`src/rtl/btp_pkg.sv`:
```
// btp_pkg: shared types, register codes and reset values for the
// battery temperature protection block. No dependencies.
`default_nettype none

package btp_pkg;

   localparam int TEMP_W                 = 16;
   localparam int COUNT_W                = 8;
   localparam int CSR_INDEX_W            = 4;
   localparam int NUM_SLOTS              = 4;
   localparam int DEBOUNCE_TICKS_DEFAULT = 100;

   // register indexes
   localparam logic [CSR_INDEX_W-1:0] CFG_CHARGE_HOT_TRIP     = 4'd0;
   localparam logic [CSR_INDEX_W-1:0] CFG_CHARGE_HOT_RELEASE  = 4'd1;
   localparam logic [CSR_INDEX_W-1:0] CFG_CHARGE_COLD_TRIP    = 4'd2;
   localparam logic [CSR_INDEX_W-1:0] CFG_CHARGE_COLD_RELEASE = 4'd3;
   localparam logic [CSR_INDEX_W-1:0] CFG_DRAIN_HOT_TRIP      = 4'd4;
   localparam logic [CSR_INDEX_W-1:0] CFG_DRAIN_HOT_RELEASE   = 4'd5;
   localparam logic [CSR_INDEX_W-1:0] CFG_DRAIN_COLD_TRIP     = 4'd6;
   localparam logic [CSR_INDEX_W-1:0] CFG_DRAIN_COLD_RELEASE  = 4'd7;

   // threshold reset values
   localparam logic [TEMP_W-1:0] RST_CHARGE_HOT_TRIP     = 16'd3181;
   localparam logic [TEMP_W-1:0] RST_CHARGE_HOT_RELEASE  = 16'd3131;
   localparam logic [TEMP_W-1:0] RST_CHARGE_COLD_TRIP    = 16'd2731;
   localparam logic [TEMP_W-1:0] RST_CHARGE_COLD_RELEASE = 16'd2781;
   localparam logic [TEMP_W-1:0] RST_DRAIN_HOT_TRIP      = 16'd3331;
   localparam logic [TEMP_W-1:0] RST_DRAIN_HOT_RELEASE   = 16'd3281;
   localparam logic [TEMP_W-1:0] RST_DRAIN_COLD_TRIP     = 16'd2531;
   localparam logic [TEMP_W-1:0] RST_DRAIN_COLD_RELEASE  = 16'd2581;

   // slot order of counters and flags
   localparam int SLOT_CHARGE_HOT  = 0;
   localparam int SLOT_CHARGE_COLD = 1;
   localparam int SLOT_DRAIN_HOT   = 2;
   localparam int SLOT_DRAIN_COLD  = 3;

   typedef struct packed {
      logic [TEMP_W-1:0] charge_hot_trip;
      logic [TEMP_W-1:0] charge_hot_release;
      logic [TEMP_W-1:0] charge_cold_trip;
      logic [TEMP_W-1:0] charge_cold_release;
      logic [TEMP_W-1:0] drain_hot_trip;
      logic [TEMP_W-1:0] drain_hot_release;
      logic [TEMP_W-1:0] drain_cold_trip;
      logic [TEMP_W-1:0] drain_cold_release;
   } cfg_type;

   typedef struct packed {
      logic [TEMP_W-1:0] temp_a;
      logic [TEMP_W-1:0] temp_b;
      logic [TEMP_W-1:0] temp_c;
      logic              is_charging;
      logic              scan_enable;
   } item_type;

   typedef struct packed {
      logic [COUNT_W-1:0] count;
      logic               fault;
   } slot_state_type;

endpackage

`default_nettype wire

```
`src/rtl/btp_ifs.sv`:
```
// btp_ifs: valid/ready channel interfaces for request, response and csr
// writes. Depends on btp_pkg.
`default_nettype none

interface btp_req_if
   import btp_pkg::*;
();
   logic              valid;
   logic              ready;
   logic [TEMP_W-1:0] temp_a;
   logic [TEMP_W-1:0] temp_b;
   logic [TEMP_W-1:0] temp_c;
   logic              is_charging;
   logic              scan_enable;

   modport source (output valid, temp_a, temp_b, temp_c, is_charging, scan_enable,
                   input ready);
   modport sink   (input valid, temp_a, temp_b, temp_c, is_charging, scan_enable,
                   output ready);
endinterface

interface btp_rsp_if;
   logic valid;
   logic ready;
   logic charge_hot_fault;
   logic charge_cold_fault;
   logic drain_hot_fault;
   logic drain_cold_fault;

   modport source (output valid, charge_hot_fault, charge_cold_fault,
                   drain_hot_fault, drain_cold_fault, input ready);
   modport sink   (input valid, charge_hot_fault, charge_cold_fault,
                   drain_hot_fault, drain_cold_fault, output ready);
endinterface

interface btp_csr_if
   import btp_pkg::*;
();
   logic                   valid;
   logic                   ready;
   logic [CSR_INDEX_W-1:0] index;
   logic [TEMP_W-1:0]      data;

   modport source (output valid, index, data, input ready);
   modport sink   (input valid, index, data, output ready);
endinterface

`default_nettype wire

```
`src/rtl/btp_csr.sv`:
```
// btp_csr: threshold register file, written through the csr channel.
// Depends on btp_pkg and btp_ifs.
`default_nettype none

module btp_csr
   import btp_pkg::*;
(
   input  wire logic  clock,
   input  wire logic  reset,
   btp_csr_if.sink    csr_bus,
   output cfg_type    cfg
);

   cfg_type cfg_ff, cfg_in;

   assign csr_bus.ready = 1'b1;

   // register write decode, unknown indexes are dropped
   always_comb begin
      cfg_in = cfg_ff;
      if (csr_bus.valid) begin
         case (csr_bus.index)
            CFG_CHARGE_HOT_TRIP:     cfg_in.charge_hot_trip     = csr_bus.data;
            CFG_CHARGE_HOT_RELEASE:  cfg_in.charge_hot_release  = csr_bus.data;
            CFG_CHARGE_COLD_TRIP:    cfg_in.charge_cold_trip    = csr_bus.data;
            CFG_CHARGE_COLD_RELEASE: cfg_in.charge_cold_release = csr_bus.data;
            CFG_DRAIN_HOT_TRIP:      cfg_in.drain_hot_trip      = csr_bus.data;
            CFG_DRAIN_HOT_RELEASE:   cfg_in.drain_hot_release   = csr_bus.data;
            CFG_DRAIN_COLD_TRIP:     cfg_in.drain_cold_trip     = csr_bus.data;
            CFG_DRAIN_COLD_RELEASE:  cfg_in.drain_cold_release  = csr_bus.data;
            default:                 cfg_in = cfg_ff;
         endcase
      end
   end

   always_ff @(posedge clock) begin
      if (reset) begin
         cfg_ff.charge_hot_trip     <= RST_CHARGE_HOT_TRIP;
         cfg_ff.charge_hot_release  <= RST_CHARGE_HOT_RELEASE;
         cfg_ff.charge_cold_trip    <= RST_CHARGE_COLD_TRIP;
         cfg_ff.charge_cold_release <= RST_CHARGE_COLD_RELEASE;
         cfg_ff.drain_hot_trip      <= RST_DRAIN_HOT_TRIP;
         cfg_ff.drain_hot_release   <= RST_DRAIN_HOT_RELEASE;
         cfg_ff.drain_cold_trip     <= RST_DRAIN_COLD_TRIP;
         cfg_ff.drain_cold_release  <= RST_DRAIN_COLD_RELEASE;
      end else begin
         cfg_ff <= cfg_in;
      end
   end

   assign cfg = cfg_ff;

endmodule

`default_nettype wire

```
`src/rtl/btp_slot.sv`:
```
// btp_slot: next-state logic of one debounced temperature check (hot or
// cold). Depends on btp_pkg.
`default_nettype none

module btp_slot
   import btp_pkg::*;
#(
   parameter bit IS_COLD        = 1'b0,
   parameter int DEBOUNCE_TICKS = DEBOUNCE_TICKS_DEFAULT
) (
   input  wire logic [TEMP_W-1:0] temp_a,
   input  wire logic [TEMP_W-1:0] temp_b,
   input  wire logic [TEMP_W-1:0] temp_c,
   input  wire logic [TEMP_W-1:0] trip,
   input  wire logic [TEMP_W-1:0] release_level,
   input  wire slot_state_type    cur,
   output slot_state_type         nxt
);

   localparam logic [COUNT_W-1:0] TICKS     = COUNT_W'(DEBOUNCE_TICKS);
   localparam logic [COUNT_W-1:0] TICKS_MAX = COUNT_W'(DEBOUNCE_TICKS + 1);

   logic               past_trip;
   logic               all_released;
   logic [COUNT_W-1:0] base_count;
   logic               fault_mid;

   // threshold compares, direction set by the check kind
   always_comb begin
      if (IS_COLD) begin
         past_trip    = (temp_a < trip) || (temp_b < trip) || (temp_c < trip);
         all_released = (temp_a > release_level) && (temp_b > release_level) &&
                        (temp_c > release_level);
      end else begin
         past_trip    = (temp_a > trip) || (temp_b > trip) || (temp_c > trip);
         all_released = (temp_a < release_level) && (temp_b < release_level) &&
                        (temp_c < release_level);
      end
   end

   // debounce count, first sensor not ready restarts a cold count
   always_comb begin
      base_count = cur.count;
      if (IS_COLD && (temp_a == '0)) begin
         base_count = '0;
      end
      fault_mid = cur.fault;
      nxt.count = '0;
      if (past_trip) begin
         if (base_count > TICKS) begin
            fault_mid = 1'b1;
         end
         if (base_count < TICKS_MAX) begin
            nxt.count = base_count + COUNT_W'(1);
         end else begin
            nxt.count = base_count;
         end
      end
      // hysteresis release
      nxt.fault = fault_mid && !all_released;
   end

endmodule

`default_nettype wire

```
`src/rtl/battery_temperature_protection.sv`:
```
// battery_temperature_protection: top level, input register, four
// debounced checks and result register. Depends on btp_pkg, btp_ifs,
// btp_csr and btp_slot.
// A transaction accepted into the input register moves on into the result
// register and shows on rsp; while the result register is stalled it waits in the input register.
// Throughput: one transaction per cycle while rsp is not stalled, set by the
// single state update done when the input register moves into the result register.
// Reset: counters and fault flags clear, thresholds return to defaults.
`default_nettype none

module battery_temperature_protection
   import btp_pkg::*;
#(
   parameter int DEBOUNCE_TICKS = DEBOUNCE_TICKS_DEFAULT
) (
   input  wire logic clock,
   input  wire logic reset,
   btp_req_if.sink   req_bus,
   btp_rsp_if.source rsp_bus,
   btp_csr_if.sink   csr_bus
);

   cfg_type cfg;

   logic     in_valid_ff, in_valid_in;
   item_type in_item_ff, in_item_in;
   logic     out_valid_ff, out_valid_in;
   logic [NUM_SLOTS-1:0] out_flags_ff, out_flags_in;

   slot_state_type state_ff [NUM_SLOTS];
   slot_state_type state_in [NUM_SLOTS];
   slot_state_type slot_nxt [NUM_SLOTS];

   logic advance;
   logic req_take;

   btp_csr u_csr (
      .clock   (clock),
      .reset   (reset),
      .csr_bus (csr_bus),
      .cfg     (cfg)
   );

   // handshake: input register drains whenever the result register frees
   assign advance       = in_valid_ff && (!out_valid_ff || rsp_bus.ready);
   assign req_bus.ready = !in_valid_ff || advance;
   assign req_take      = req_bus.valid && req_bus.ready;

   always_comb begin
      in_valid_in = in_valid_ff;
      in_item_in  = in_item_ff;
      if (advance) begin
         in_valid_in = 1'b0;
      end
      if (req_take) begin
         in_valid_in            = 1'b1;
         in_item_in.temp_a      = req_bus.temp_a;
         in_item_in.temp_b      = req_bus.temp_b;
         in_item_in.temp_c      = req_bus.temp_c;
         in_item_in.is_charging = req_bus.is_charging;
         in_item_in.scan_enable = req_bus.scan_enable;
      end
   end

   // per-slot check logic
   btp_slot #(.IS_COLD(1'b0), .DEBOUNCE_TICKS(DEBOUNCE_TICKS)) u_charge_hot (
      .temp_a        (in_item_ff.temp_a),
      .temp_b        (in_item_ff.temp_b),
      .temp_c        (in_item_ff.temp_c),
      .trip          (cfg.charge_hot_trip),
      .release_level (cfg.charge_hot_release),
      .cur           (state_ff[SLOT_CHARGE_HOT]),
      .nxt           (slot_nxt[SLOT_CHARGE_HOT])
   );

   btp_slot #(.IS_COLD(1'b1), .DEBOUNCE_TICKS(DEBOUNCE_TICKS)) u_charge_cold (
      .temp_a        (in_item_ff.temp_a),
      .temp_b        (in_item_ff.temp_b),
      .temp_c        (in_item_ff.temp_c),
      .trip          (cfg.charge_cold_trip),
      .release_level (cfg.charge_cold_release),
      .cur           (state_ff[SLOT_CHARGE_COLD]),
      .nxt           (slot_nxt[SLOT_CHARGE_COLD])
   );

   btp_slot #(.IS_COLD(1'b0), .DEBOUNCE_TICKS(DEBOUNCE_TICKS)) u_drain_hot (
      .temp_a        (in_item_ff.temp_a),
      .temp_b        (in_item_ff.temp_b),
      .temp_c        (in_item_ff.temp_c),
      .trip          (cfg.drain_hot_trip),
      .release_level (cfg.drain_hot_release),
      .cur           (state_ff[SLOT_DRAIN_HOT]),
      .nxt           (slot_nxt[SLOT_DRAIN_HOT])
   );

   btp_slot #(.IS_COLD(1'b1), .DEBOUNCE_TICKS(DEBOUNCE_TICKS)) u_drain_cold (
      .temp_a        (in_item_ff.temp_a),
      .temp_b        (in_item_ff.temp_b),
      .temp_c        (in_item_ff.temp_c),
      .trip          (cfg.drain_cold_trip),
      .release_level (cfg.drain_cold_release),
      .cur           (state_ff[SLOT_DRAIN_COLD]),
      .nxt           (slot_nxt[SLOT_DRAIN_COLD])
   );

   // state update on an advancing, scan-enabled item: active mode takes the check
   // result, the other mode drops its flags and keeps its counters
   always_comb begin
      for (int i = 0; i < NUM_SLOTS; i++) begin
         state_in[i] = state_ff[i];
         if (advance && in_item_ff.scan_enable) begin
            if ((i < SLOT_DRAIN_HOT) == in_item_ff.is_charging) begin
               state_in[i] = slot_nxt[i];
            end else begin
               state_in[i].fault = 1'b0;
            end
         end
         out_flags_in[i] = state_in[i].fault;
      end
   end

   always_comb begin
      out_valid_in = out_valid_ff;
      if (rsp_bus.ready) begin
         out_valid_in = 1'b0;
      end
      if (advance) begin
         out_valid_in = 1'b1;
      end
   end

   always_ff @(posedge clock) begin
      if (reset) begin
         in_valid_ff  <= 1'b0;
         out_valid_ff <= 1'b0;
         for (int i = 0; i < NUM_SLOTS; i++) begin
            state_ff[i] <= '0;
         end
      end else begin
         in_valid_ff  <= in_valid_in;
         out_valid_ff <= out_valid_in;
         for (int i = 0; i < NUM_SLOTS; i++) begin
            state_ff[i] <= state_in[i];
         end
      end
   end

   // payload registers
   always_ff @(posedge clock) begin
      in_item_ff <= in_item_in;
      if (advance) begin
         out_flags_ff <= out_flags_in;
      end
   end

   assign rsp_bus.valid             = out_valid_ff;
   assign rsp_bus.charge_hot_fault  = out_flags_ff[SLOT_CHARGE_HOT];
   assign rsp_bus.charge_cold_fault = out_flags_ff[SLOT_CHARGE_COLD];
   assign rsp_bus.drain_hot_fault   = out_flags_ff[SLOT_DRAIN_HOT];
   assign rsp_bus.drain_cold_fault  = out_flags_ff[SLOT_DRAIN_COLD];

   // charge and drain faults never stand together
   a_mode_exclusive: assert property (@(posedge clock) disable iff (reset)
      !((state_ff[SLOT_CHARGE_HOT].fault || state_ff[SLOT_CHARGE_COLD].fault) &&
        (state_ff[SLOT_DRAIN_HOT].fault || state_ff[SLOT_DRAIN_COLD].fault)))
      else $error("charge and drain faults set together");

   // a disabled scan leaves all counters and flags untouched
   a_scan_hold: assert property (@(posedge clock) disable iff (reset)
      (advance && !in_item_ff.scan_enable) |=>
         ($stable(state_ff[0]) && $stable(state_ff[1]) &&
          $stable(state_ff[2]) && $stable(state_ff[3])))
      else $error("state changed on a disabled scan");

   for (genvar g = 0; g < NUM_SLOTS; g++) begin : g_chk
      // counter saturates at one past the debounce limit
      a_count_sat: assert property (@(posedge clock) disable iff (reset)
         state_ff[g].count <= COUNT_W'(DEBOUNCE_TICKS + 1))
         else $error("debounce counter beyond saturation");

      // a fault only sets once the old count is past the limit
      a_set_after_debounce: assert property (@(posedge clock) disable iff (reset)
         $rose(state_ff[g].fault) |-> ($past(state_ff[g].count) >
                                       COUNT_W'(DEBOUNCE_TICKS)))
         else $error("fault set before debounce completed");
   end

endmodule

`default_nettype wire

```
`src/flat_wrapper.sv`:
```
// flat-port wrapper written by rule: the top's interface ports become plain ports
module battery_temperature_protection_flat import btp_pkg::*;
#(
   parameter int DEBOUNCE_TICKS = DEBOUNCE_TICKS_DEFAULT
)
  (clock, reset, req_bus_valid, req_bus_temp_a, req_bus_temp_b, req_bus_temp_c, req_bus_is_charging, req_bus_scan_enable, req_bus_ready, rsp_bus_valid, rsp_bus_charge_hot_fault, rsp_bus_charge_cold_fault, rsp_bus_drain_hot_fault, rsp_bus_drain_cold_fault, rsp_bus_ready, csr_bus_valid, csr_bus_index, csr_bus_data, csr_bus_ready);
  btp_req_if req_bus_i ();
  btp_rsp_if rsp_bus_i ();
  btp_csr_if csr_bus_i ();
  input  wire logic clock;
  input  wire logic reset;
  input wire logic [$bits(req_bus_i.valid)-1:0] req_bus_valid;
  input wire logic [$bits(req_bus_i.temp_a)-1:0] req_bus_temp_a;
  input wire logic [$bits(req_bus_i.temp_b)-1:0] req_bus_temp_b;
  input wire logic [$bits(req_bus_i.temp_c)-1:0] req_bus_temp_c;
  input wire logic [$bits(req_bus_i.is_charging)-1:0] req_bus_is_charging;
  input wire logic [$bits(req_bus_i.scan_enable)-1:0] req_bus_scan_enable;
  output wire logic [$bits(req_bus_i.ready)-1:0] req_bus_ready;
  output wire logic [$bits(rsp_bus_i.valid)-1:0] rsp_bus_valid;
  output wire logic [$bits(rsp_bus_i.charge_hot_fault)-1:0] rsp_bus_charge_hot_fault;
  output wire logic [$bits(rsp_bus_i.charge_cold_fault)-1:0] rsp_bus_charge_cold_fault;
  output wire logic [$bits(rsp_bus_i.drain_hot_fault)-1:0] rsp_bus_drain_hot_fault;
  output wire logic [$bits(rsp_bus_i.drain_cold_fault)-1:0] rsp_bus_drain_cold_fault;
  input wire logic [$bits(rsp_bus_i.ready)-1:0] rsp_bus_ready;
  input wire logic [$bits(csr_bus_i.valid)-1:0] csr_bus_valid;
  input wire logic [$bits(csr_bus_i.index)-1:0] csr_bus_index;
  input wire logic [$bits(csr_bus_i.data)-1:0] csr_bus_data;
  output wire logic [$bits(csr_bus_i.ready)-1:0] csr_bus_ready;
  assign req_bus_i.valid = req_bus_valid;
  assign req_bus_i.temp_a = req_bus_temp_a;
  assign req_bus_i.temp_b = req_bus_temp_b;
  assign req_bus_i.temp_c = req_bus_temp_c;
  assign req_bus_i.is_charging = req_bus_is_charging;
  assign req_bus_i.scan_enable = req_bus_scan_enable;
  assign req_bus_ready = req_bus_i.ready;
  assign rsp_bus_valid = rsp_bus_i.valid;
  assign rsp_bus_charge_hot_fault = rsp_bus_i.charge_hot_fault;
  assign rsp_bus_charge_cold_fault = rsp_bus_i.charge_cold_fault;
  assign rsp_bus_drain_hot_fault = rsp_bus_i.drain_hot_fault;
  assign rsp_bus_drain_cold_fault = rsp_bus_i.drain_cold_fault;
  assign rsp_bus_i.ready = rsp_bus_ready;
  assign csr_bus_i.valid = csr_bus_valid;
  assign csr_bus_i.index = csr_bus_index;
  assign csr_bus_i.data = csr_bus_data;
  assign csr_bus_ready = csr_bus_i.ready;
  battery_temperature_protection #(.DEBOUNCE_TICKS(DEBOUNCE_TICKS)) u_core (.clock(clock), .reset(reset), .req_bus(req_bus_i), .rsp_bus(rsp_bus_i), .csr_bus(csr_bus_i));
endmodule
```
`config.mk`:
```
export PLATFORM = sky130hd
export DESIGN_NAME = battery_temperature_protection_flat
export DESIGN_NICKNAME = d
export VERILOG_FILES = /design/src/rtl/btp_pkg.sv /design/src/rtl/btp_ifs.sv /design/src/rtl/btp_csr.sv /design/src/rtl/btp_slot.sv /design/src/rtl/battery_temperature_protection.sv /design/src/flat_wrapper.sv
export SDC_FILE = /design/constraint.sdc
export NUM_CORES = 1
export LEC_CHECK = 0
export BUFFER_PORTS_ARGS = -buffer_cell sky130_fd_sc_hd__buf_2
export CAP_MARGIN = 20
export CORE_MARGIN = 3
export CORE_UTILIZATION = 68
export DETAILED_ROUTE_END_ITERATION = 8
export GPL_TIMING_DRIVEN = 0
export HOLD_SLACK_MARGIN = 0.1
export PLACE_DENSITY_LB_ADDON = 0.15
export SKIP_LAST_GASP = 1
export SLEW_MARGIN = 30
export SYNTH_ARGS = -nofsm -noshare
export SYNTH_HDL_FRONTEND = slang
export SYNTH_SLANG_ARGS = --single-unit
```
`constraint.sdc`:
```
create_clock -name clock -period 5.5 [get_ports clock]
set_input_delay 0.55 -clock clock [delete_from_list [all_inputs] [get_ports clock]]
set_output_delay 0.55 -clock clock [all_outputs]
set_load 0.01 [all_outputs]
```
==> qor.txt, run 1 <==
Io pins: 82
Worst Max-Slew Pin Slew: 1.01 ns
Routability Congestion: 1.02
Final hold vios: 0
Total setup buffers inserted after CTS: 0
PwrDens: 230 nW/µm²
Core Rows: 56
Die height: 162 µm
Final worst path period share: 73.5%
Critical Path AT: 4.51 ns
Syn_nets: 2,371
DIE AREA: 26,200 µm²
Crit path capture type: flip-flop
Syn Area/Cell: 8.63 µm²
CP Max Fanout: 10
Area grow syn2layout: 9.51%
Setup WS post-layout: 1.46 ns
Yosys top cell by area: ha_1
Total CTS buffers: 25
TNS Setup: 0 ns
Seq/Total Area, Yosys: 29.9%
Slew Limit Fails: 0
Commonest non-fill, non-tap cell in the layout: ha_1
CTS resizes: 0
Core ar.: 23,700 µm²
Final min period: 4.04 ns
Max Fclk: 247 MHz
Synth warn: 0
Antenna viol nets, final: 0
Detailed Route Iter0 Violations: 2,255
Nets: 2,463
# diodes: 0
Hold Buf Count CTS: 0
Final clock skew: 0.0120 ns
Vias/cell: 6.76
Slowest cell on the critical path: edfxtp_1
Pleak: 7.82 nW
Largest net degree at the start of global routing: 37
CP dominant cell by count: nand4_1
Clk_lat worst skew: 0.54 ns
Setup-failing EPs final: 0
Crit path cell chain: nor4_1, nand4_1, clkbuf_1, nand2_1, ha_1, nor2b_1, o311a_1, o21ai_2, and3_1, nand4_1, or2_2, a21oi_1
Cell area after synthesis: 16,500 µm²
Yosys top cell area share: 28.7%
Chip Width: 162 µm
Synth cell types: 75
Gate Count Post-Synth: 1,916
Asr flop ratio synth: 0%
Final hold slack: 0.182 ns
Initial Utilization: 69.8%
HP Class: primary input to flip-flop
Place WS: 1.58 ns
FF-to-FF setup slack: 1.46 ns
HPWL after detailed placement: 41,900 µm
Flops & latches, synth: 220
Clock sink count: 220
Initial antenna violation count: 0
Port bufs: 64
Drt first pass iters: 6
Unrepaired setup endpoints after global routing: no
Via count: 15,859
WL/cell: 24.6 µm
H-tree depth: 1
CTS Buffer Depth: 3
CTS tree: yes
Status: completed
Relative slew slack: 32.7%
Crit path kind: flip-flop to flip-flop
Synth top area cells: ha_1 (29%), dfxtp_1 (20%), edfxtp_1 (9.8%), nand2_1 (6.9%), a21oi_1 (6.1%)
VDD IR-drop max: 0.286 mV
DR DRC count: 0
First-pass GRT wire length: 85,900 µm
Main synth FF type: dfxtp_1
Setup crit start kind: flip-flop
Total track usage: 43.1%
Grt total ovfl: 0
Worst path max stage delay: 0.71 ns
Maxcap violations: 0
Clock-pin slew on the worst setup and hold paths: 0.06 ns
Worst path required time: 5.97 ns
EDFF count, synth: 54
Most frequent cells in the layout: ha_1 (380), nand2_1 (305), a21oi_1 (200), dfxtp_1 (166), inv_1 (149)
Root Driver: clkbuf_16
Vias in the first global route: 14,962
Fraction of layout cells with a size suffix above 1: 6.66%
Post-Route WL: 57,800 µm
metal layers:
layer / GRT usage, % / wire length [µm]
met5: 0 / 0
met4: 23.0 / 3980
met3: 9.92 / 8200
met2: 63.6 / 23300
met1: 58.9 / 22200
flip-flops by register name, indices dropped and copies added, names as in the netlist:
signal                flops
u_core.out_flags_ff       4
u_core.u_csr.cfg        128
u_core.in_valid_ff        1
u_core.state_ff          36
u_core.in_item_ff        50
u_core.rsp_bus.valid      1
cell type report:
type	count	area, µm²
clock inverters	12	140
fillers	1781	5570
repair buffers	65	340
plain buffers	60	249
clock buffers	33	686
multi-input cells	1486	10800
well taps	319	399
inverters	150	563
flip-flops and latches	220	4940
Yosys cell counts, drive strengths merged (4+ instances only):
master,n
and2,5
nand4,59
a31oi,11
a21boi,6
o2111ai,4
o31ai,4
edfxtp,54
a41oi,4
ha,380
a221oi,10
and4,5
a2111oi,6
nand3,64
nor4,12
nor3b,7
o21ai,54
a22oi,7
xor2,4
inv,149
nor2,69
xnor2,6
a211oi,17
o211ai,66
buf,11
clkbuf,49
nand2,305
a211o,5
o21a,15
a21oi,201
nor2b,17
a21o,41
dfxtp,166
nand3b,7
nor3,30
and3,9
nand2b,10
path summary, 6_finish.rpt:
path                               from                     to  cells after the start
setup / recovery  u_core.in_item_ff[40]  u_core.state_ff[3][5]                     12
hold / removal        req_bus_temp_a[6]  u_core.in_item_ff[40]                      1
setup reg to reg  u_core.in_item_ff[40]  u_core.state_ff[3][5]                     12
hold reg to reg   u_core.state_ff[0][8]  u_core.state_ff[0][8]                      2
critical path, delay by kind of cell (launching register included):
kind                       cells  cell delay, ns
AOI/OAI and AO/OA              3            0.75
DFF                            1            0.71
buffers and inverters          1            0.35
adders and majority gates      1            0.16
and+or+nand+nor                7            1.99
logic make-up after synthesis:
kind of cell | Yosys count | share of synthesized area, %
adders and majority gates | 380 | 28.7
buffers and inverters | 210 | 4.91
DFF | 220 | 29.9
AOI/OAI and AO/OA | 484 | 18.8
and+or+nand+nor | 611 | 17.1
other | 1 | 0.0227
xor gates and xnor gates | 10 | 0.529
power by group:
group	switching (mW)	internal (mW)	leakage (nW)
combinational	0.376	0.234	5.54
sequential	0.117	1.70	1.87
clock	0.723	1.02	0.409
through the flow:
step           cell area [µm²]  std cells  total power, mW  utilization (%)
2_1_floorplan            16500       1916             2.17                -
5_1_grt                  18100       2345             4.28             76.5
3_5_place_dp             17300       2300             2.42             73.0
6_report                 18100       2345             4.17             76.5
4_1_cts                  18100       2345             4.13             76.5
3_3_place_gp             17300       2299             2.39             72.9
(Power assumes the default switching activity.)
==> run 2: changes to the inputs <==
--- a/config.mk
+++ b/config.mk
@@ -8,7 +8,7 @@
 export BUFFER_PORTS_ARGS = -buffer_cell sky130_fd_sc_hd__buf_2
 export CAP_MARGIN = 20
 export CORE_MARGIN = 3
-export CORE_UTILIZATION = 68
+export CORE_UTILIZATION = 63
 export DETAILED_ROUTE_END_ITERATION = 8
 export GPL_TIMING_DRIVEN = 0
 export HOLD_SLACK_MARGIN = 0.1
==> constraint.sdc (replaced) <==
create_clock -name clock -period 3.9 [get_ports clock]
set_input_delay 0.39 -clock clock [delete_from_list [all_inputs] [get_ports clock]]
set_output_delay 0.39 -clock clock [all_outputs]
set_load 0.01 [all_outputs]
==> run 2 against run 1 <==
Via count rose by 1.5%. Design area increased by 3.9%. Die area increased by 7.6%. Critical path depth stayed put. Flip-flop and latch count did not move. Cell count up 3.2%. Hold slack worse by 0.013 ns. Combinational power increased by 49%. Total power increased by 45%. Critical path type unchanged.
==> qor.txt, run 2 (same netlist as run 1, synthesis figures left out) <==
Status: completed (unchanged)
WL/cell: 23.7 µm (was 24.6 µm)
Maxcap violations: 0 (unchanged)
CP Max Fanout: 10 (unchanged)
Port bufs: 64 (unchanged)
Worst Max-Slew Pin Slew: 1.02 ns (was 1.01 ns)
Clock sink count: 220 (unchanged)
H-tree depth: 1 (unchanged)
HPWL after detailed placement: 41,400 µm (was 41,900 µm)
Grt total ovfl: 0 (unchanged)
Place WS: -0.00247 ns (was 1.58 ns)
CTS Buffer Depth: 3 (unchanged)
Max Fclk: 266 MHz (was 247 MHz)
Slew Limit Fails: 0 (unchanged)
Detailed Route Iter0 Violations: 1,996 (was 2,255)
Via count: 16,095 (was 15,859)
Initial Utilization: 64.9% (was 69.8%)
Antenna viol nets, final: 0 (unchanged)
Clk_lat worst skew: 0.56 ns (was 0.54 ns)
Io pins: 82 (unchanged)
Die height: 168 µm (was 162 µm)
Crit path capture type: flip-flop (unchanged)
Post-Route WL: 57,500 µm (was 57,800 µm)
DIE AREA: 28,200 µm² (was 26,200 µm²)
Setup WS post-layout: 0.142 ns (was 1.46 ns)
Nets: 2,525 (was 2,463)
TNS Setup: 0 ns (unchanged)
HP Class: primary input to flip-flop (unchanged)
CTS tree: yes (unchanged)
Largest net degree at the start of global routing: 37 (unchanged)
Vias/cell: 6.65 (was 6.76)
Pleak: 8.12 nW (was 7.82 nW)
VDD IR-drop max: 0.457 mV (was 0.286 mV)
PwrDens: 321 nW/µm² (was 230 nW/µm²)
Core ar.: 25,500 µm² (was 23,700 µm²)
Drt first pass iters: 5 (was 6)
Commonest non-fill, non-tap cell in the layout: ha_1 (unchanged)
Total track usage: 39.5% (was 43.1%)
DR DRC count: 0 (unchanged)
Routability Congestion: 1.07 (was 1.02)
Unrepaired setup endpoints after global routing: no (unchanged)
Max FFs per register: 128 (unchanged)
Crit path kind: flip-flop to flip-flop (unchanged)
Total CTS buffers: 26 (was 25)
Area grow syn2layout: 13.8% (was 9.51%)
Final clock skew: 0.0221 ns (was 0.0120 ns)
Clock-pin slew on the worst setup and hold paths: 0.06 ns (about the same)
Worst path required time: 4.39 ns (was 5.97 ns)
Setup crit start kind: flip-flop (unchanged)
Vias in the first global route: 15,002 (was 14,962)
Initial antenna violation count: 2 (was 0)
Chip Width: 168 µm (was 162 µm)
Setup-failing EPs final: 0 (unchanged)
Core Rows: 58 (was 56)
Final min period: 3.76 ns (was 4.04 ns)
Final worst path period share: 96.4% (was 73.5%)
Most frequent cells in the layout: ha_1 (380), nand2_1 (305), a21oi_1 (200), dfxtp_1 (166), inv_1 (149) (unchanged)
First-pass GRT wire length: 86,000 µm (was 85,900 µm)
Critical Path AT: 4.24 ns (was 4.51 ns)
Final hold vios: 0 (unchanged)
Relative slew slack: 31.9% (was 32.7%)
Root Driver: clkbuf_16 (unchanged)
Fill cell count: 1,941 (was 1,781)
Fraction of layout cells with a size suffix above 1: 7.22% (was 6.66%)
-- run 2: cell types whose count changed in the layout (fill, tap and decap cells not counted), moves of 2 or more --
cell and change:
buf_4 +10, nor4_2 +2, nor4_1 -3, dlygate4sd3_1 +51, clkbuf_16 +4
-- run 2: power breakdown --
part,total [mW],internal (mW),switching [mW]
Clock,2.58,1.55,1.04
Combinational,0.909,0.368,0.540
Sequential,2.55,2.40,0.152
-- run 2: final timing paths --
check / slack [ns] / startpoint / cells past startpoint / endpoint
worst min register to register: 0.45 / u_core.u_csr.cfg[111] / 2 / u_core.u_csr.cfg[111]
worst max register to register: 0.14 / u_core.in_item_ff[47] / 12 / u_core.state_ff[3][5]
worst min-delay path: 0.17 / rsp_bus_ready / 4 / u_core.rsp_bus.valid
worst max-delay path: 0.14 / u_core.in_item_ff[47] / 12 / u_core.state_ff[3][5]
-- run 2: metrics by stage --
stage	cells	utilization, %	hold slack (ns)	instance area [µm²]	total power [mW]
2_1_floorplan	1916	-	0.422	16500	3.06
3_3_place_gp	2310	67.8	0.433	17300	3.36
3_5_place_dp	2311	67.9	0.442	17300	3.41
4_1_cts	2410	73.5	0.151	18700	6.00
5_1_grt	2420	73.9	0.207	18800	6.22
6_report	2421	73.9	0.169	18800	6.04
-- run 2: layout make-up --
type / instances / area, µm² / share of cell area (%)
plain buffers: 60 / 249 / 1.32
repair buffers: 126 / 926 / 4.92
inverters: 150 / 563 / 2.99
multi-input cells: 1486 / 10800 / 57.5
clock inverters: 11 / 106 / 0.565
diodes: 1 / 2.50 / 0.0133
well taps: 330 / 413 / 2.19
clock buffers: 37 / 796 / 4.23
flip-flops and latches: 220 / 4940 / 26.3
-- run 2: worst max-delay path: stages (launching register included) --
cell	delay [ns]
edfxtp_1	0.66
nor4_2	0.49
nand4_1	0.31
clkbuf_1	0.34
nand2_1	0.19
ha_1	0.17
nor2b_1	0.05
o311a_1	0.30
o21ai_2	0.31
and3_1	0.31
nand4_1	0.12
or2_2	0.30
a21oi_1	0.14
-- run 2: per-layer routing --
metal  vias up  wire [µm]  global-route usage (%)
li1       7341          -                       -
met1      7485      23000                    54.6
met2      1020      23900                    60.3
met3       245       7330                    8.83
met4         4       3160                    16.0
met5         -         27                       0
-- run 2: repair_timing --
item,4_1_cts,5_1_grt
hold buffers,51,0
endpoints found under the setup margin,1,8
gates resized for setup,2,2
setup buffers,0,10
cloned,0,0
endpoints found under the hold margin,51,0
pin swaps,0,1
==> run 3: changes to the inputs <==
--- a/config.mk
+++ b/config.mk
@@ -13,6 +13,7 @@
 export GPL_TIMING_DRIVEN = 0
 export HOLD_SLACK_MARGIN = 0.1
 export PLACE_DENSITY_LB_ADDON = 0.15
+export SETUP_SLACK_MARGIN = 0.2
 export SKIP_LAST_GASP = 1
 export SLEW_MARGIN = 30
 export SYNTH_ARGS = -nofsm -noshare
==> run 3 against run 2 <==
Combinational power up 5.7%. Design area up 0.97%. Die area unchanged. Worst setup slack better by 0.061 ns. Flip-flop and latch count unchanged. Critical path depth down 5. Sequential power about the same. Hold slack about the same. Sequential share of layout area down 0.25 points. Clock power about the same. Critical path type unchanged.
==> qor.txt, run 3 (same netlist as run 1, synthesis figures left out) <==
First-pass GRT wire length: 86,800 µm (was 86,000 µm)
Final min period: 3.70 ns (was 3.76 ns)
Max FFs per register: 128 (unchanged)
Final clock skew: 0.0169 ns (was 0.0221 ns)
Commonest non-fill, non-tap cell in the layout: ha_1 (unchanged)
Clock share of power: 42.6% (was 42.8%)
Via count: 16,153 (was 16,095)
Final hold slack: 0.169 ns (about the same)
Area grow syn2layout: 14.9% (was 13.8%)
Crit path kind: flip-flop to flip-flop (unchanged)
Final hold vios: 0 (unchanged)
Initial Utilization: 64.9% (unchanged)
Worst R2R Start: u_core.in_item_ff[25] (was u_core.in_item_ff[47])
Fill cell count: 1,906 (was 1,941)
PwrDens: 320 nW/µm² (was 321 nW/µm²)
HPWL after detailed placement: 41,400 µm (unchanged)
Core ar.: 25,500 µm² (unchanged)
CTS Buffer Depth: 3 (unchanged)
Post-Route WL: 58,400 µm (was 57,500 µm)
Routability Congestion: 1.07 (unchanged)
Status: completed (unchanged)
Switching share of power: 28.7% (was 28.6%)
Crit path capture type: flip-flop (unchanged)
Vias/cell: 6.61 (was 6.65)
Cell Area, Placed: 17,300 µm² (unchanged)
Slew Limit Fails: 0 (unchanged)
Max Fclk: 270 MHz (was 266 MHz)
Crit path cell chain: ha_1, nand4_1, a2111oi_0, a211oi_1, a21oi_2, o21ai_1, a2111oi_0 (was nor4_2, nand4_1, clkbuf_1, nand2_1, ha_1, nor2b_1, o311a_1, o21ai_2, and3_1, nand4_1, or2_2, a21oi_1)
VDD IR-drop max: 0.458 mV (was 0.457 mV)
Footprint of the multi-input gates: 10,800 µm² (about the same)
Slowest cell on the critical path: a2111oi_0 (was edfxtp_1)
Critical Path AT: 4.11 ns (was 4.24 ns)
Psw: 1.74 mW (was 1.73 mW)
CP Max Fanout: 8 (was 10)
Reg-to-reg endpoint: u_core.state_ff[0][0] (was u_core.state_ff[3][5])
Place WS: -0.00247 ns (unchanged)
Initial antenna violation count: 2 (unchanged)
Nets: 2,550 (was 2,525)
Setup-failing EPs final: 0 (unchanged)
Worst path max stage delay: 0.89 ns (was 0.66 ns)
DIE AREA: 28,200 µm² (unchanged)
Root Driver: clkbuf_16 (unchanged)
Total CTS buffers: 26 (unchanged)
TNS Setup: 0 ns (unchanged)
Most frequent cells in the layout: ha_1 (380), nand2_1 (305), a21oi_1 (200), dfxtp_1 (166), inv_1 (149) (unchanged)
Grt total ovfl: 0 (unchanged)
Vias in the first global route: 15,111 (was 15,002)
Seq pwr share: 41.6% (was 42.2%)
Setup WS post-layout: 0.203 ns (was 0.142 ns)
Clock-pin slew on the worst setup and hold paths: 0.06 ns (about the same)
FF-to-FF setup slack: 0.20 ns (was 0.14 ns)
Drt first pass iters: 8 (was 5)
Detailed Route Iter0 Violations: 1,941 (was 1,996)
CP Launch Point: u_core.in_item_ff[25] (was u_core.in_item_ff[47])
Clk_lat worst skew: 0.55 ns (was 0.56 ns)
WL/cell: 23.9 µm (was 23.7 µm)
Worst Max-Slew Pin Slew: 0.995 ns (was 1.02 ns)
Largest net degree at the start of global routing: 37 (unchanged)
Combinational Power Share: 15.8% (was 15.0%)
Chip Width: 168 µm (unchanged)
Unrepaired setup endpoints after global routing: yes (was no)
Io pins: 82 (unchanged)
# diodes: 0 (was 1)
Final worst path period share: 94.8% (was 96.4%)
Pint: 4.33 mW (was 4.31 mW)
Die height: 168 µm (unchanged)
Relative slew slack: 31.9% (about the same)
HP Class: primary input to flip-flop (unchanged)
Fin area: 19,000 µm² (was 18,800 µm²)
Port bufs: 64 (unchanged)
Pleak: 8.24 nW (was 8.12 nW)
Worst path required time: 4.32 ns (was 4.39 ns)
Final Core Density: 74.6% (was 73.9%)
Clock sink count: 220 (unchanged)
Antenna viol nets, final: 0 (unchanged)
FF-to-FF path depth: 7 (was 12)
Setup crit start kind: flip-flop (unchanged)
Fraction of layout cells with a size suffix above 1: 8.37% (was 7.22%)
CP endpoint: u_core.state_ff[0][0] (was u_core.state_ff[3][5])
Total track usage: 40.0% (was 39.5%)
Sequential Area: 4940 µm² (unchanged)
DR DRC count: 0 (unchanged)
Maxcap violations: 0 (unchanged)
CP dominant cell by count: a2111oi_0 (was nand4_1)
H-tree depth: 1 (unchanged)
Core Rows: 58 (unchanged)
CTS tree: yes (unchanged)
run 3: changes by cell type in the layout (fill, tap and decap cells not counted):
| cell | before | now |
|---|---|---|
| buf_4 | 11 | 36 |
| nor4_2 | 2 | 3 |
| a31oi_2 | 0 | 1 |
| nor4_4 | 1 | 0 |
| diode_2 | 1 | 0 |
| a31oi_1 | 11 | 10 |
run 3: repair_timing:
action,CTS,global route
buffers inserted,7,28
hold endpoints to repair,51,0
setup endpoints to repair,6,11
hold buffers,51,0
pin swaps,1,1
resized for setup,3,1
run 3: power groups by stage:
stage / Combinational (mW) / Clock, mW / Sequential, mW
6_report: 0.961 / 2.59 / 2.52
5_1_grt: 1.06 / 2.67 / 2.52
4_1_cts: 0.887 / 2.60 / 2.53
3_5_place_dp: 0.814 / 0 / 2.59
3_3_place_gp: 0.769 / 0 / 2.59
2_1_floorplan: 0.550 / 0 / 2.51
run 3: critical path, delay by kind of cell, from the launching register on:
| family | cells | cell delay [ns] |
|---|---|---|
| fa+ha+maj | 1 | 0.47 |
| simple gates | 1 | 0.14 |
| compound gates | 5 | 2.25 |
| flops | 1 | 0.70 |
run 3: through the flow:
step / std cells / power [mW]
floorplan: 1916 / 3.06
global placement: 2310 / 3.36
detailed placement: 2311 / 3.41
CTS: 2417 / 6.01
global route: 2445 / 6.25
finish: 2445 / 6.07
run 3: how the worst min path moves through the flow:
stage / end / startpoint / slack [ns] / depth (start not counted)
5_1_grt: u_core.u_csr.cfg[95] / csr_bus_data[15] / 0.21 / 3
6_report: u_core.rsp_bus.valid / rsp_bus_ready / 0.17 / 4
2_1_floorplan: u_core.state_ff[0][8] / u_core.state_ff[0][8] / 0.42 / 2
3_3_place_gp: u_core.state_ff[0][8] / u_core.state_ff[0][8] / 0.43 / 2
3_5_place_dp: u_core.state_ff[0][8] / u_core.state_ff[0][8] / 0.44 / 2
4_1_cts: u_core.rsp_bus.valid / rsp_bus_ready / 0.15 / 4
run 3: layout make-up:
cell class                 count  share of cell area, %
buffer                        60                   1.31
clock buffer                  37                   4.19
clock inverter                11                  0.560
inverter                     150                   2.96
multi-input combinational   1486                   56.9
sequential                   220                   26.0
tap                          330                   2.17
timing repair buffer         151                   5.86
run 3: layer usage:
| layer | up-vias | global-route usage (%) | part of all wire, % |
|---|---|---|---|
| met5 | - | 0 | 0.046 |
| met4 | 4 | 17.8 | 5.7 |
| met3 | 217 | 9.04 | 13 |
| met2 | 1018 | 61.2 | 42 |
| met1 | 7524 | 54.4 | 39 |
| li1 | 7390 | - | - |
